===== src/rtl/core/slrg_pkg.sv =====
// slrg_pkg: shared constants, control word and status types, and the microcode
// ROM for the shuffled Lehmer generator. No dependencies.
`timescale 1ns / 1ps

package slrg_pkg;

    localparam logic [14:0] LCG_MUL      = 15'd16807;
    localparam logic [30:0] LCG_MOD      = 31'h7FFF_FFFF;
    localparam logic [23:0] FRAC_MAX     = 24'd16777213;
    localparam int          WARMUP_STEPS = 8;

    // Microprogram addresses
    typedef enum logic [3:0] {
        UP_IDLE,
        UP_DISPATCH,
        UP_SEED_LOAD,
        UP_SEED_MUL,
        UP_SEED_FOLD,
        UP_DRAW_MUL,
        UP_DRAW_FOLD,
        UP_LOOK,
        UP_WAIT_OUT,
        UP_EMIT
    } t_upc;

    // Jump conditions; a taken jump loads target, otherwise the step counter advances
    typedef enum logic [2:0] {
        J_NEXT,
        J_ALWAYS,
        J_NO_ITEM,
        J_NO_SEED,
        J_CNT_NZ,
        J_OUT_BUSY
    } t_jcond;

    typedef struct packed {
        logic   ld_seed;   // state <= sanitized seed, load step count
        logic   mul;       // state * 16807, held * reciprocal
        logic   fold;      // Mersenne reduction into state
        logic   fill;      // write table during seeding, count down
        logic   qmul;      // quotient estimate times bucket size
        logic   look;      // table read and swap-in of new state
        logic   emit;      // load result register
        t_jcond jcond;
        t_upc   target;
    } t_ctrl;

    typedef struct packed {
        logic need_seed;
        logic cnt_zero;
        logic out_busy;
    } t_stat;

    function automatic t_ctrl ucode(input t_upc upc);
        t_ctrl c;
        c = '0;
        c.jcond  = J_NEXT;
        c.target = UP_IDLE;
        case (upc)
            UP_IDLE: begin
                c.jcond  = J_NO_ITEM;
                c.target = UP_IDLE;
            end
            UP_DISPATCH: begin
                c.jcond  = J_NO_SEED;
                c.target = UP_DRAW_MUL;
            end
            UP_SEED_LOAD: begin
                c.ld_seed = 1'b1;
            end
            UP_SEED_MUL: begin
                c.mul = 1'b1;
            end
            UP_SEED_FOLD: begin
                c.fold   = 1'b1;
                c.fill   = 1'b1;
                c.jcond  = J_CNT_NZ;
                c.target = UP_SEED_MUL;
            end
            UP_DRAW_MUL: begin
                c.mul = 1'b1;
            end
            UP_DRAW_FOLD: begin
                c.fold = 1'b1;
                c.qmul = 1'b1;
            end
            UP_LOOK: begin
                c.look = 1'b1;
            end
            UP_WAIT_OUT: begin
                c.jcond  = J_OUT_BUSY;
                c.target = UP_WAIT_OUT;
            end
            UP_EMIT: begin
                c.emit   = 1'b1;
                c.jcond  = J_ALWAYS;
                c.target = UP_IDLE;
            end
            default: begin
                c.jcond  = J_ALWAYS;
                c.target = UP_IDLE;
            end
        endcase
        return c;
    endfunction

endpackage


===== src/rtl/core/shuffled_lehmer_random_generator.sv =====
// Top level of the shuffled Lehmer generator: microcode sequencer plus datapath.
// Depends on slrg_pkg, slrg_seq and slrg_dp.
//
// Park-Miller minimal standard generator (x * 16807 mod 2^31-1) behind a
// Bays-Durham shuffle table of TABLE_DEPTH entries. One input transfer gives
// one result transfer. command = 0 draws; command = 1 reseeds from i_seed
// (0 and 2^31-1 are taken as 1) and then draws; a draw before any seeding
// seeds from 1 first. A draw runs from transfer to result valid through
// one dispatch step and five datapath steps (multiply, Mersenne fold, table
// swap, output register check, result load). The sequencer is back at its
// idle step in the cycle after the result load, and only then takes the
// next draw. A reseed adds a seed load step, then a multiply and a fold step
// for each table entry and each warmup step, since every generator step runs
// through the one multiplier and its fold register. The input is taken
// only while the sequencer sits at its idle step; the result register lets a
// new item in while the previous result still waits on o_valid/i_stall, and
// the output register check step then holds for as long as that result stays
// stalled.
// o_fraction is value/(2^31-1) in Q0.24, truncated, clamped to 16777213.
`timescale 1ns / 1ps

module shuffled_lehmer_random_generator #(
    parameter int TABLE_DEPTH = 32
) (
    input  logic        i_clk,
    input  logic        i_rst_n,
    input  logic        i_valid,
    output logic        o_stall,
    input  logic        i_command,
    input  logic [30:0] i_seed,
    output logic        o_valid,
    input  logic        i_stall,
    output logic [30:0] o_value,
    output logic [23:0] o_fraction
);

    slrg_pkg::t_ctrl w_ctrl;
    slrg_pkg::t_stat w_stat;
    logic            w_idle;
    logic            w_accept;

    // input transfer only at the idle step of the program
    assign o_stall  = !w_idle;
    assign w_accept = i_valid && w_idle;

    slrg_seq u_seq (
        .i_clk   (i_clk),
        .i_rst_n (i_rst_n),
        .i_valid (i_valid),
        .i_stat  (w_stat),
        .o_ctrl  (w_ctrl),
        .o_idle  (w_idle)
    );

    slrg_dp #(
        .TABLE_DEPTH (TABLE_DEPTH)
    ) u_dp (
        .i_clk      (i_clk),
        .i_rst_n    (i_rst_n),
        .i_ctrl     (w_ctrl),
        .i_accept   (w_accept),
        .i_command  (i_command),
        .i_seed     (i_seed),
        .i_stall    (i_stall),
        .o_stat     (w_stat),
        .o_valid    (o_valid),
        .o_value    (o_value),
        .o_fraction (o_fraction)
    );

endmodule


===== src/rtl/core/slrg_seq.sv =====
// slrg_seq: step counter and microcode ROM lookup with conditional jumps.
// Depends on slrg_pkg.
`timescale 1ns / 1ps

module slrg_seq (
    input  logic                i_clk,
    input  logic                i_rst_n,
    input  logic                i_valid,
    input  slrg_pkg::t_stat     i_stat,
    output slrg_pkg::t_ctrl     o_ctrl,
    output logic                o_idle
);

    slrg_pkg::t_upc  r_upc;
    slrg_pkg::t_upc  n_upc;
    slrg_pkg::t_ctrl w_ctrl;
    logic            w_take;

    assign w_ctrl = slrg_pkg::ucode(r_upc);

    always_comb begin
        case (w_ctrl.jcond)
            slrg_pkg::J_NEXT:     w_take = 1'b0;
            slrg_pkg::J_ALWAYS:   w_take = 1'b1;
            slrg_pkg::J_NO_ITEM:  w_take = !i_valid;
            slrg_pkg::J_NO_SEED:  w_take = !i_stat.need_seed;
            slrg_pkg::J_CNT_NZ:   w_take = !i_stat.cnt_zero;
            slrg_pkg::J_OUT_BUSY: w_take = i_stat.out_busy;
            default:              w_take = 1'b1;
        endcase
        n_upc = w_take ? w_ctrl.target : slrg_pkg::t_upc'(r_upc + 4'd1);
    end

    always_ff @(posedge i_clk) begin
        if (!i_rst_n) begin
            r_upc <= slrg_pkg::UP_IDLE;
        end else begin
            r_upc <= n_upc;
        end
    end

    assign o_ctrl = w_ctrl;
    assign o_idle = (r_upc == slrg_pkg::UP_IDLE);

endmodule


===== src/rtl/core/slrg_dp.sv =====
// slrg_dp: generator datapath - multiplier and Mersenne fold, bucket index,
// shuffle table memory, fraction and result register. Depends on slrg_pkg.
`timescale 1ns / 1ps

module slrg_dp #(
    parameter int TABLE_DEPTH = 32
) (
    input  logic               i_clk,
    input  logic               i_rst_n,
    input  slrg_pkg::t_ctrl    i_ctrl,
    input  logic               i_accept,
    input  logic               i_command,
    input  logic [30:0]        i_seed,
    input  logic               i_stall,
    output slrg_pkg::t_stat    o_stat,
    output logic               o_valid,
    output logic [30:0]        o_value,
    output logic [23:0]        o_fraction
);

    localparam int IDX_W = $clog2(TABLE_DEPTH);
    localparam int CNT_W = $clog2(TABLE_DEPTH + slrg_pkg::WARMUP_STEPS);
    localparam longint unsigned BUCKET_L = 64'd1 + (64'd2147483646 / TABLE_DEPTH);
    localparam longint unsigned RECIP_L  = 64'd2147483648 / BUCKET_L;
    localparam logic [30:0]    BUCKET    = 31'(BUCKET_L);
    localparam logic [IDX_W:0] RECIP     = (IDX_W + 1)'(RECIP_L);
    localparam logic [CNT_W-1:0] CNT_TOP =
        CNT_W'(TABLE_DEPTH + slrg_pkg::WARMUP_STEPS - 1);
    localparam logic [IDX_W:0] DEPTH_W   = (IDX_W + 1)'(TABLE_DEPTH);
    localparam logic [IDX_W-1:0] IDX_MAX = IDX_W'(TABLE_DEPTH - 1);

    logic              r_cmd;
    logic [30:0]       r_seed;
    logic [30:0]       r_state;
    logic [30:0]       r_held;
    logic [45:0]       r_prod;
    logic [IDX_W+31:0] r_qp;
    logic [IDX_W-1:0]  r_qe;
    logic [30:0]       r_qb;
    logic [CNT_W-1:0]  r_cnt;
    logic [30:0]       r_rd;
    logic              r_o_valid;
    logic [30:0]       r_o_value;
    logic [23:0]       r_o_frac;
    logic [30:0]       r_table [TABLE_DEPTH];

    logic [30:0]       n_seed;
    logic [31:0]       n_sum;
    logic [30:0]       n_fold;
    logic [IDX_W+30:0] n_qb;
    logic [30:0]       n_rem;
    logic [IDX_W:0]    n_idx_w;
    logic [IDX_W-1:0]  n_idx;
    logic [31:0]       n_fa;
    logic [24:0]       n_fq;
    logic [23:0]       n_frac;
    logic              n_we;
    logic [IDX_W-1:0]  n_waddr;
    logic [30:0]       n_wdata;
    logic              n_fill_hit;

    // zero and the modulus itself both map to seed 1
    assign n_seed = (r_cmd && r_seed != 31'd0 && r_seed != slrg_pkg::LCG_MOD)
                  ? r_seed : 31'd1;

    // 2^31 == 1 mod M: add high part to low part, one conditional subtract
    assign n_sum  = {1'b0, r_prod[30:0]} + {17'd0, r_prod[45:31]};
    assign n_fold = (n_sum >= {1'b0, slrg_pkg::LCG_MOD})
                  ? 31'(n_sum - {1'b0, slrg_pkg::LCG_MOD}) : n_sum[30:0];

    // quotient estimate is exact or one low; remainder check corrects it
    assign n_qb    = {{IDX_W{1'b0}}, BUCKET} * {31'd0, r_qp[31 +: IDX_W]};
    assign n_rem   = r_held - r_qb;
    assign n_idx_w = {1'b0, r_qe} + {{IDX_W{1'b0}}, (n_rem >= BUCKET)};
    assign n_idx   = (n_idx_w >= DEPTH_W) ? IDX_MAX : n_idx_w[IDX_W-1:0];

    // floor(v * 2^24 / M) = a + [a + b >= M], v*2^24 = a*2^31 + b
    assign n_fa   = {8'd0, r_rd[30:7]} + {1'b0, r_rd[6:0], 24'd0};
    assign n_fq   = {1'b0, r_rd[30:7]} + {24'd0, (n_fa >= {1'b0, slrg_pkg::LCG_MOD})};
    assign n_frac = (n_fq > {1'b0, slrg_pkg::FRAC_MAX}) ? slrg_pkg::FRAC_MAX : n_fq[23:0];

    assign n_fill_hit = i_ctrl.fill && (r_cnt < CNT_W'(TABLE_DEPTH));
    assign n_we       = n_fill_hit || i_ctrl.look;
    assign n_waddr    = i_ctrl.look ? n_idx : r_cnt[IDX_W-1:0];
    assign n_wdata    = i_ctrl.look ? r_state : n_fold;

    always_ff @(posedge i_clk) begin
        if (!i_rst_n) begin
            r_state   <= 31'd0;
            r_held    <= 31'd0;
            r_o_valid <= 1'b0;
            r_cmd     <= 1'b0;
            r_cnt     <= '0;
        end else begin
            if (i_accept) begin
                r_cmd  <= i_command;
                r_seed <= i_seed;
            end
            if (i_ctrl.ld_seed) begin
                r_state <= n_seed;
                r_cnt   <= CNT_TOP;
            end
            if (i_ctrl.mul) begin
                r_prod <= {15'd0, r_state} * {31'd0, slrg_pkg::LCG_MUL};
                r_qp   <= {{(IDX_W + 1){1'b0}}, r_held} * {31'd0, RECIP};
            end
            if (i_ctrl.fold) begin
                r_state <= n_fold;
            end
            if (i_ctrl.fill) begin
                r_cnt <= r_cnt - CNT_W'(1);
            end
            if (n_fill_hit) begin
                r_held <= n_fold;
            end
            if (i_ctrl.qmul) begin
                r_qe <= r_qp[31 +: IDX_W];
                r_qb <= n_qb[30:0];
            end
            if (i_ctrl.emit) begin
                r_held    <= r_rd;
                r_o_value <= r_rd;
                r_o_frac  <= n_frac;
                r_o_valid <= 1'b1;
            end else if (!i_stall) begin
                r_o_valid <= 1'b0;
            end
        end
    end

    // shuffle table: read-before-write on a swap
    always_ff @(posedge i_clk) begin
        if (i_ctrl.look) begin
            r_rd <= r_table[n_idx];
        end
        if (n_we) begin
            r_table[n_waddr] <= n_wdata;
        end
    end

    assign o_stat.need_seed = r_cmd || (r_state == 31'd0);
    assign o_stat.cnt_zero  = (r_cnt == '0);
    assign o_stat.out_busy  = r_o_valid && i_stall;

    assign o_valid    = r_o_valid;
    assign o_value    = r_o_value;
    assign o_fraction = r_o_frac;

endmodule


===== config.mk =====
export PLATFORM = sky130hd
export DESIGN_NAME = shuffled_lehmer_random_generator
export DESIGN_NICKNAME = d
export VERILOG_FILES = /design/src/rtl/core/slrg_pkg.sv /design/src/rtl/core/shuffled_lehmer_random_generator.sv /design/src/rtl/core/slrg_seq.sv /design/src/rtl/core/slrg_dp.sv
export SDC_FILE = /design/constraint.sdc
export NUM_CORES = 2
export LEC_CHECK = 0
export BUFFER_PORTS_ARGS = -buffer_cell sky130_fd_sc_hd__buf_4
export CAP_MARGIN = 5
export CORE_MARGIN = 10
export CORE_UTILIZATION = 42
export CTS_CLUSTER_SIZE = 24
export DETAILED_ROUTE_END_ITERATION = 10
export PLACE_DENSITY = 0.64
export SETUP_SLACK_MARGIN = 0.4
export SLEW_MARGIN = 10
export SYNTH_ARGS = -nofsm -noshare
export SYNTH_HDL_FRONTEND = slang
export SYNTH_SLANG_ARGS = --single-unit

===== constraint.sdc =====
create_clock -name i_clk -period 14.38 [get_ports i_clk]
set_input_delay 0.719 -clock i_clk [delete_from_list [all_inputs] [get_ports i_clk]]
set_output_delay 0.719 -clock i_clk [all_outputs]
set_load 0.01 [all_outputs]

==> metrics.txt <==
# TYPE chip_impl_metric gauge
chip_impl_metric{name="timing.hold.ws",unit="ns"} 0.141
chip_impl_metric{name="synth_compound_area_share",unit="%"} 8.64
chip_impl_metric{name="final_max_slew_viol_count",unit=""} 0
chip_impl_metric{name="max_cap_violations",unit=""} 0
chip_impl_metric{name="drc",unit=""} 0
chip_impl_info{name="hold_path.class",value="in2reg"} 1
chip_impl_metric{name="cts.repair_timing.setup_buffer_count",unit=""} 0
chip_impl_info{name="crit_chain",value="inv_1, fa_1, inv_1, ha_1, fa_1, inv_1, fa_1, inv_1, fa_1, inv_1, fa_1, inv_1, ha_1, nand4_1, nor2_1, a222oi_1, a21bo_2, a31oi_1, o311a_1, a21boi_0, a41o_1, a221oi_1, mux2i_1, o2111ai_1"} 1
chip_impl_metric{name="synth_enable_flop_cells",unit=""} 1165
chip_impl_metric{name="post-place-cells",unit=""} 5365
chip_impl_metric{name="cts_made_buffers",unit=""} 131
chip_impl_metric{name="maxSlewHeadroom",unit="%"} 18.8
chip_impl_metric{name="slowest_delay",unit="ns"} 0.55
chip_impl_metric{name="routed_wl",unit="µm"} 151000
chip_impl_metric{name="routedWlPerCell",unit="µm"} 26.9
chip_impl_metric{name="worst-r2r-setup-slack",unit="ns"} 7.10
chip_impl_metric{name="post_synthesis_sequential_element_count",unit=""} 1213
chip_impl_metric{name="grt_antenna_before_repair",unit=""} 4
chip_impl_metric{name="floorplan.die.width",unit="µm"} 386
chip_impl_metric{name="post_route_cells_drive_above_1_share",unit="%"} 17.5
chip_impl_metric{name="worst_slew_pin_slew",unit="ns"} 1.21
chip_impl_metric{name="timing.clock.skew",unit="ns"} 0.0559
chip_impl_metric{name="post_synth_instance_area",unit="µm²"} 56200
chip_impl_info{name="synth_flop_cell",value="edfxtp_1"} 1
chip_impl_metric{name="post_detailed_placement_half_perimeter_wirelength",unit="µm"} 93900
chip_impl_metric{name="cts_num_sinks",unit=""} 1213
chip_impl_metric{name="port_buffers",unit=""} 92
chip_impl_metric{name="layout-area-overhead-vs-synth",unit="%"} 13.6
chip_impl_metric{name="worst-path-max-fanout",unit=""} 7
chip_impl_metric{name="power.leakage",unit="nW"} 22.4
chip_impl_metric{name="utilization",unit="%"} 47.9
chip_impl_info{name="worst_setup_path_end_kind",value="flop"} 1
chip_impl_metric{name="min_delay_path_depth",unit=""} 1
chip_impl_info{name="critPathLaunchType",value="flop"} 1
chip_impl_metric{name="ir_worst_vdd",unit="mV"} 0.109
chip_impl_metric{name="insertion_delay",unit="ns"} 0.78
chip_impl_metric{name="route.vias.total",unit=""} 32700
chip_impl_metric{name="postSynthAreaPerCell",unit="µm²"} 15.6
chip_impl_metric{name="grt_usage",unit="%"} 20.1
chip_impl_metric{name="share_of_flip_flops_with_an_asynchronous_set_or_reset",unit="%"} 0
chip_impl_metric{name="synth-simple-area-share",unit="%"} 4.22
chip_impl_info{name="status",value="completed"} 1
chip_impl_metric{name="finalHoldViolCount",unit=""} 0
chip_impl_metric{name="core_area",unit="µm²"} 133000
chip_impl_metric{name="drt-vias-per-instance",unit=""} 5.83
chip_impl_metric{name="antenna_cells_inserted",unit=""} 0
chip_impl_metric{name="post_cts.resized_instances",unit=""} 0
chip_impl_info{name="criticalPathCategory",value="reg2reg"} 1
chip_impl_info{name="worst_hold_path.endpoint",value="u_dp.r_seed[22]"} 1
chip_impl_metric{name="layoutNonFillerInstCount",unit=""} 5601
chip_impl_info{name="rsz_0062_raised_after_global_routing",value="false"} 1
chip_impl_metric{name="dr.first_iter.drc_count",unit=""} 3417
chip_impl_info{name="hold_start",value="i_seed[22]"} 1
chip_impl_metric{name="ys_types",unit=""} 82
chip_impl_metric{name="boundaryPins",unit=""} 93
chip_impl_metric{name="htree_levels",unit=""} 4
chip_impl_metric{name="die_span_y",unit="µm"} 386
chip_impl_metric{name="power_density",unit="nW/µm²"} 161
chip_impl_metric{name="ant_nets",unit=""} 0
chip_impl_metric{name="post_synth_fa_ha_maj_area_fraction",unit="%"} 9.98
chip_impl_metric{name="fin_tns_setup",unit="ns"} 0
chip_impl_metric{name="final_net_count",unit=""} 4137
chip_impl_info{name="crit_path_top_delay_cell",value="fa_1"} 1
chip_impl_metric{name="yosys-mux-area-fraction",unit="%"} 8.26
chip_impl_metric{name="synth_seq_area_share",unit="%"} 64.0
chip_impl_metric{name="clockBufferDepth",unit=""} 3
chip_impl_metric{name="post_cts_hold_buffer_count",unit=""} 0
chip_impl_metric{name="post-route-min-period",unit="ns"} 7.28
chip_impl_info{name="cts_tree",value="yes"} 1
chip_impl_metric{name="die_area",unit="µm²"} 149000
chip_impl_metric{name="synth_warnings",unit=""} 0
chip_impl_info{name="launching_point_of_the_worst_reg2reg_path",value="u_dp.r_state[14]"} 1
chip_impl_metric{name="start_util",unit="%"} 42.2
chip_impl_metric{name="global_route_wire_length_before_repair",unit="µm"} 221000
chip_impl_metric{name="critical_path_arrival",unit="ns"} 7.76
chip_impl_info{name="layout.cells.most_common",value="edfxtp_1"} 1
chip_impl_metric{name="finalCritPeriodShare",unit="%"} 50.6
chip_impl_metric{name="first_global_vias",unit=""} 32400
chip_impl_metric{name="wp_data_required",unit="ns"} 14.86
chip_impl_metric{name="synthesis.nets",unit=""} 4012
chip_impl_info{name="synth_top_family_by_area",value="adder cells"} 1
chip_impl_metric{name="yosys.area_share.xor_xnor",unit="%"} 1.48
chip_impl_metric{name="worstRegToRegCells",unit=""} 24
chip_impl_metric{name="largest_net_degree_at_the_start_of_global_routing",unit=""} 203
chip_impl_metric{name="fmax",unit="GHz"} 0.137
chip_impl_info{name="cts-root-buf",value="clkbuf_16"} 1
chip_impl_metric{name="routabilityCongestion",unit=""} 0.924
chip_impl_metric{name="clk_pin_slew_worst_paths",unit="ns"} 0.06
chip_impl_metric{name="floorplan.rows",unit=""} 134
chip_impl_info{name="worst_path_most_repeated_cell",value="inv_1"} 1
chip_impl_metric{name="syn-instance-count",unit=""} 3609
chip_impl_info{name="timing.rr.end",value="u_dp.r_prod[44]"} 1
chip_impl_metric{name="setup-violations-final",unit=""} 0
chip_impl_metric{name="drt-pass1-iter-count",unit=""} 5
chip_impl_info{name="layout.cells.most_common_list",value="1165 x edfxtp_1, 320 x inv_1, 231 x ha_1"} 1
chip_impl_metric{name="globalRoute.totalOverflow",unit=""} 0
[flip-flops by register name, summed over array words and instances (netlist names), 6 cells and up]
| name | cells |
|---|---|
| u_dp.o_value | 31 |
| u_dp.r_table | 992 |
| u_dp.o_fraction | 24 |
| u_dp.r_rd | 31 |
| u_dp.r_cnt | 6 |
| u_dp.r_prod | 46 |
| u_dp.r_seed | 31 |
| u_dp.r_state | 31 |
[worst max-delay path, delay by kind of cell (launching register included)]
kind | cells | cell delay (ns)
AOI/OAI and AO/OA | 8 | 2.22
DFF | 1 | 0.53
buffers and inverters | 6 | 0.45
and+or+nand+nor | 2 | 0.30
adders and majority gates | 7 | 3.23
muxes | 1 | 0.25
[worst max path at each step]
stage / start / end / slack (ns) / cells past startpoint
after detailed placement: u_dp.r_state[14] / u_dp.r_prod[44] / 7.16 / 24
after floorplan: u_dp.r_state[15] / u_dp.r_prod[44] / 7.88 / 24
after global routing: u_dp.r_state[14] / u_dp.r_prod[44] / 6.65 / 24
after CTS: u_dp.r_state[14] / u_dp.r_prod[44] / 7.15 / 24
after global placement: u_dp.r_state[13] / u_dp.r_prod[44] / 7.30 / 24
final: u_dp.r_state[14] / u_dp.r_prod[44] / 7.10 / 24
[power breakdown]
part	internal (W)	switching, W	total [W]
registers	0.00424	0.000102	0.00434
logic	0.000915	0.00175	0.00266
clock network	0.00189	0.00140	0.00329
[logic make-up (layout without fill, tap and decap cells)]
kind of cell / count (synthesis) / after routing
buffers and inverters: 508 / 732
multiplexers: 227 / 227
XOR/XNOR: 95 / 95
flip-flops: 1213 / 1213
AO/OA/AOI/OAI: 723 / 723
adder cells (fa/ha/maj): 367 / 367
AND/OR/NAND/NOR: 476 / 476
[cell usage after synthesis, types with 17 or more instances]
master    instances  share of area (%)
nor4_1           17               0.19
nor2_1          116               0.77
nand4_1          29               0.32
inv_1           321                2.1
edfxtp_1       1165                 62
nor3_1           25               0.22
nand2_1         113               0.75
and3_1           30               0.33
mux2_2           35               0.70
buf_1            25               0.17
dfxtp_1          48                1.7
a21o_1           40               0.53
a211oi_1         22               0.29
xnor2_1          54               0.84
nand3_1          64               0.57
o21ai_0         183                1.6
clkbuf_1        155                1.0
xor2_1           41               0.64
fa_1            135                4.8
mux4_2          186                7.5
o22ai_1         127                1.4
ha_1            232                5.2
a221oi_1         20               0.31
a21oi_1          86               0.77
o221ai_1        125                1.9
[final cells by class]
| cell class | instances | area, µm² |
|---|---|---|
| clock buffers | 173 | 3490 |
| clock inverters | 59 | 694 |
| fillers | 11300 | 69300 |
| inverters | 322 | 1210 |
| multi-input cells | 1888 | 18900 |
| flip-flops and latches | 1213 | 35900 |
| well taps | 1768 | 2210 |
| repair buffers | 178 | 1400 |
[through the flow]
stage / total power (W) / worst slack (ns) / instance area, µm²
floorplan: 0.00614 / 7.88 / 56200
global placement: 0.00703 / 7.30 / 59500
detailed placement: 0.00705 / 7.16 / 59500
CTS: 0.0103 / 7.15 / 63700
global route: 0.0108 / 6.65 / 63800
finish: 0.0103 / 7.10 / 63800
[routing by layer]
metal | global-route usage, % | vias up | wire length (µm)
met5 | 0 | - | 27
met4 | 6.66 | 4 | 4580
met3 | 3.77 | 242 | 10600
met2 | 33.4 | 1241 | 74100
met1 | 26.6 | 16900 | 61600
li1 | - | 14300 | -
Note: power is estimated with default switching activity, not from simulation.
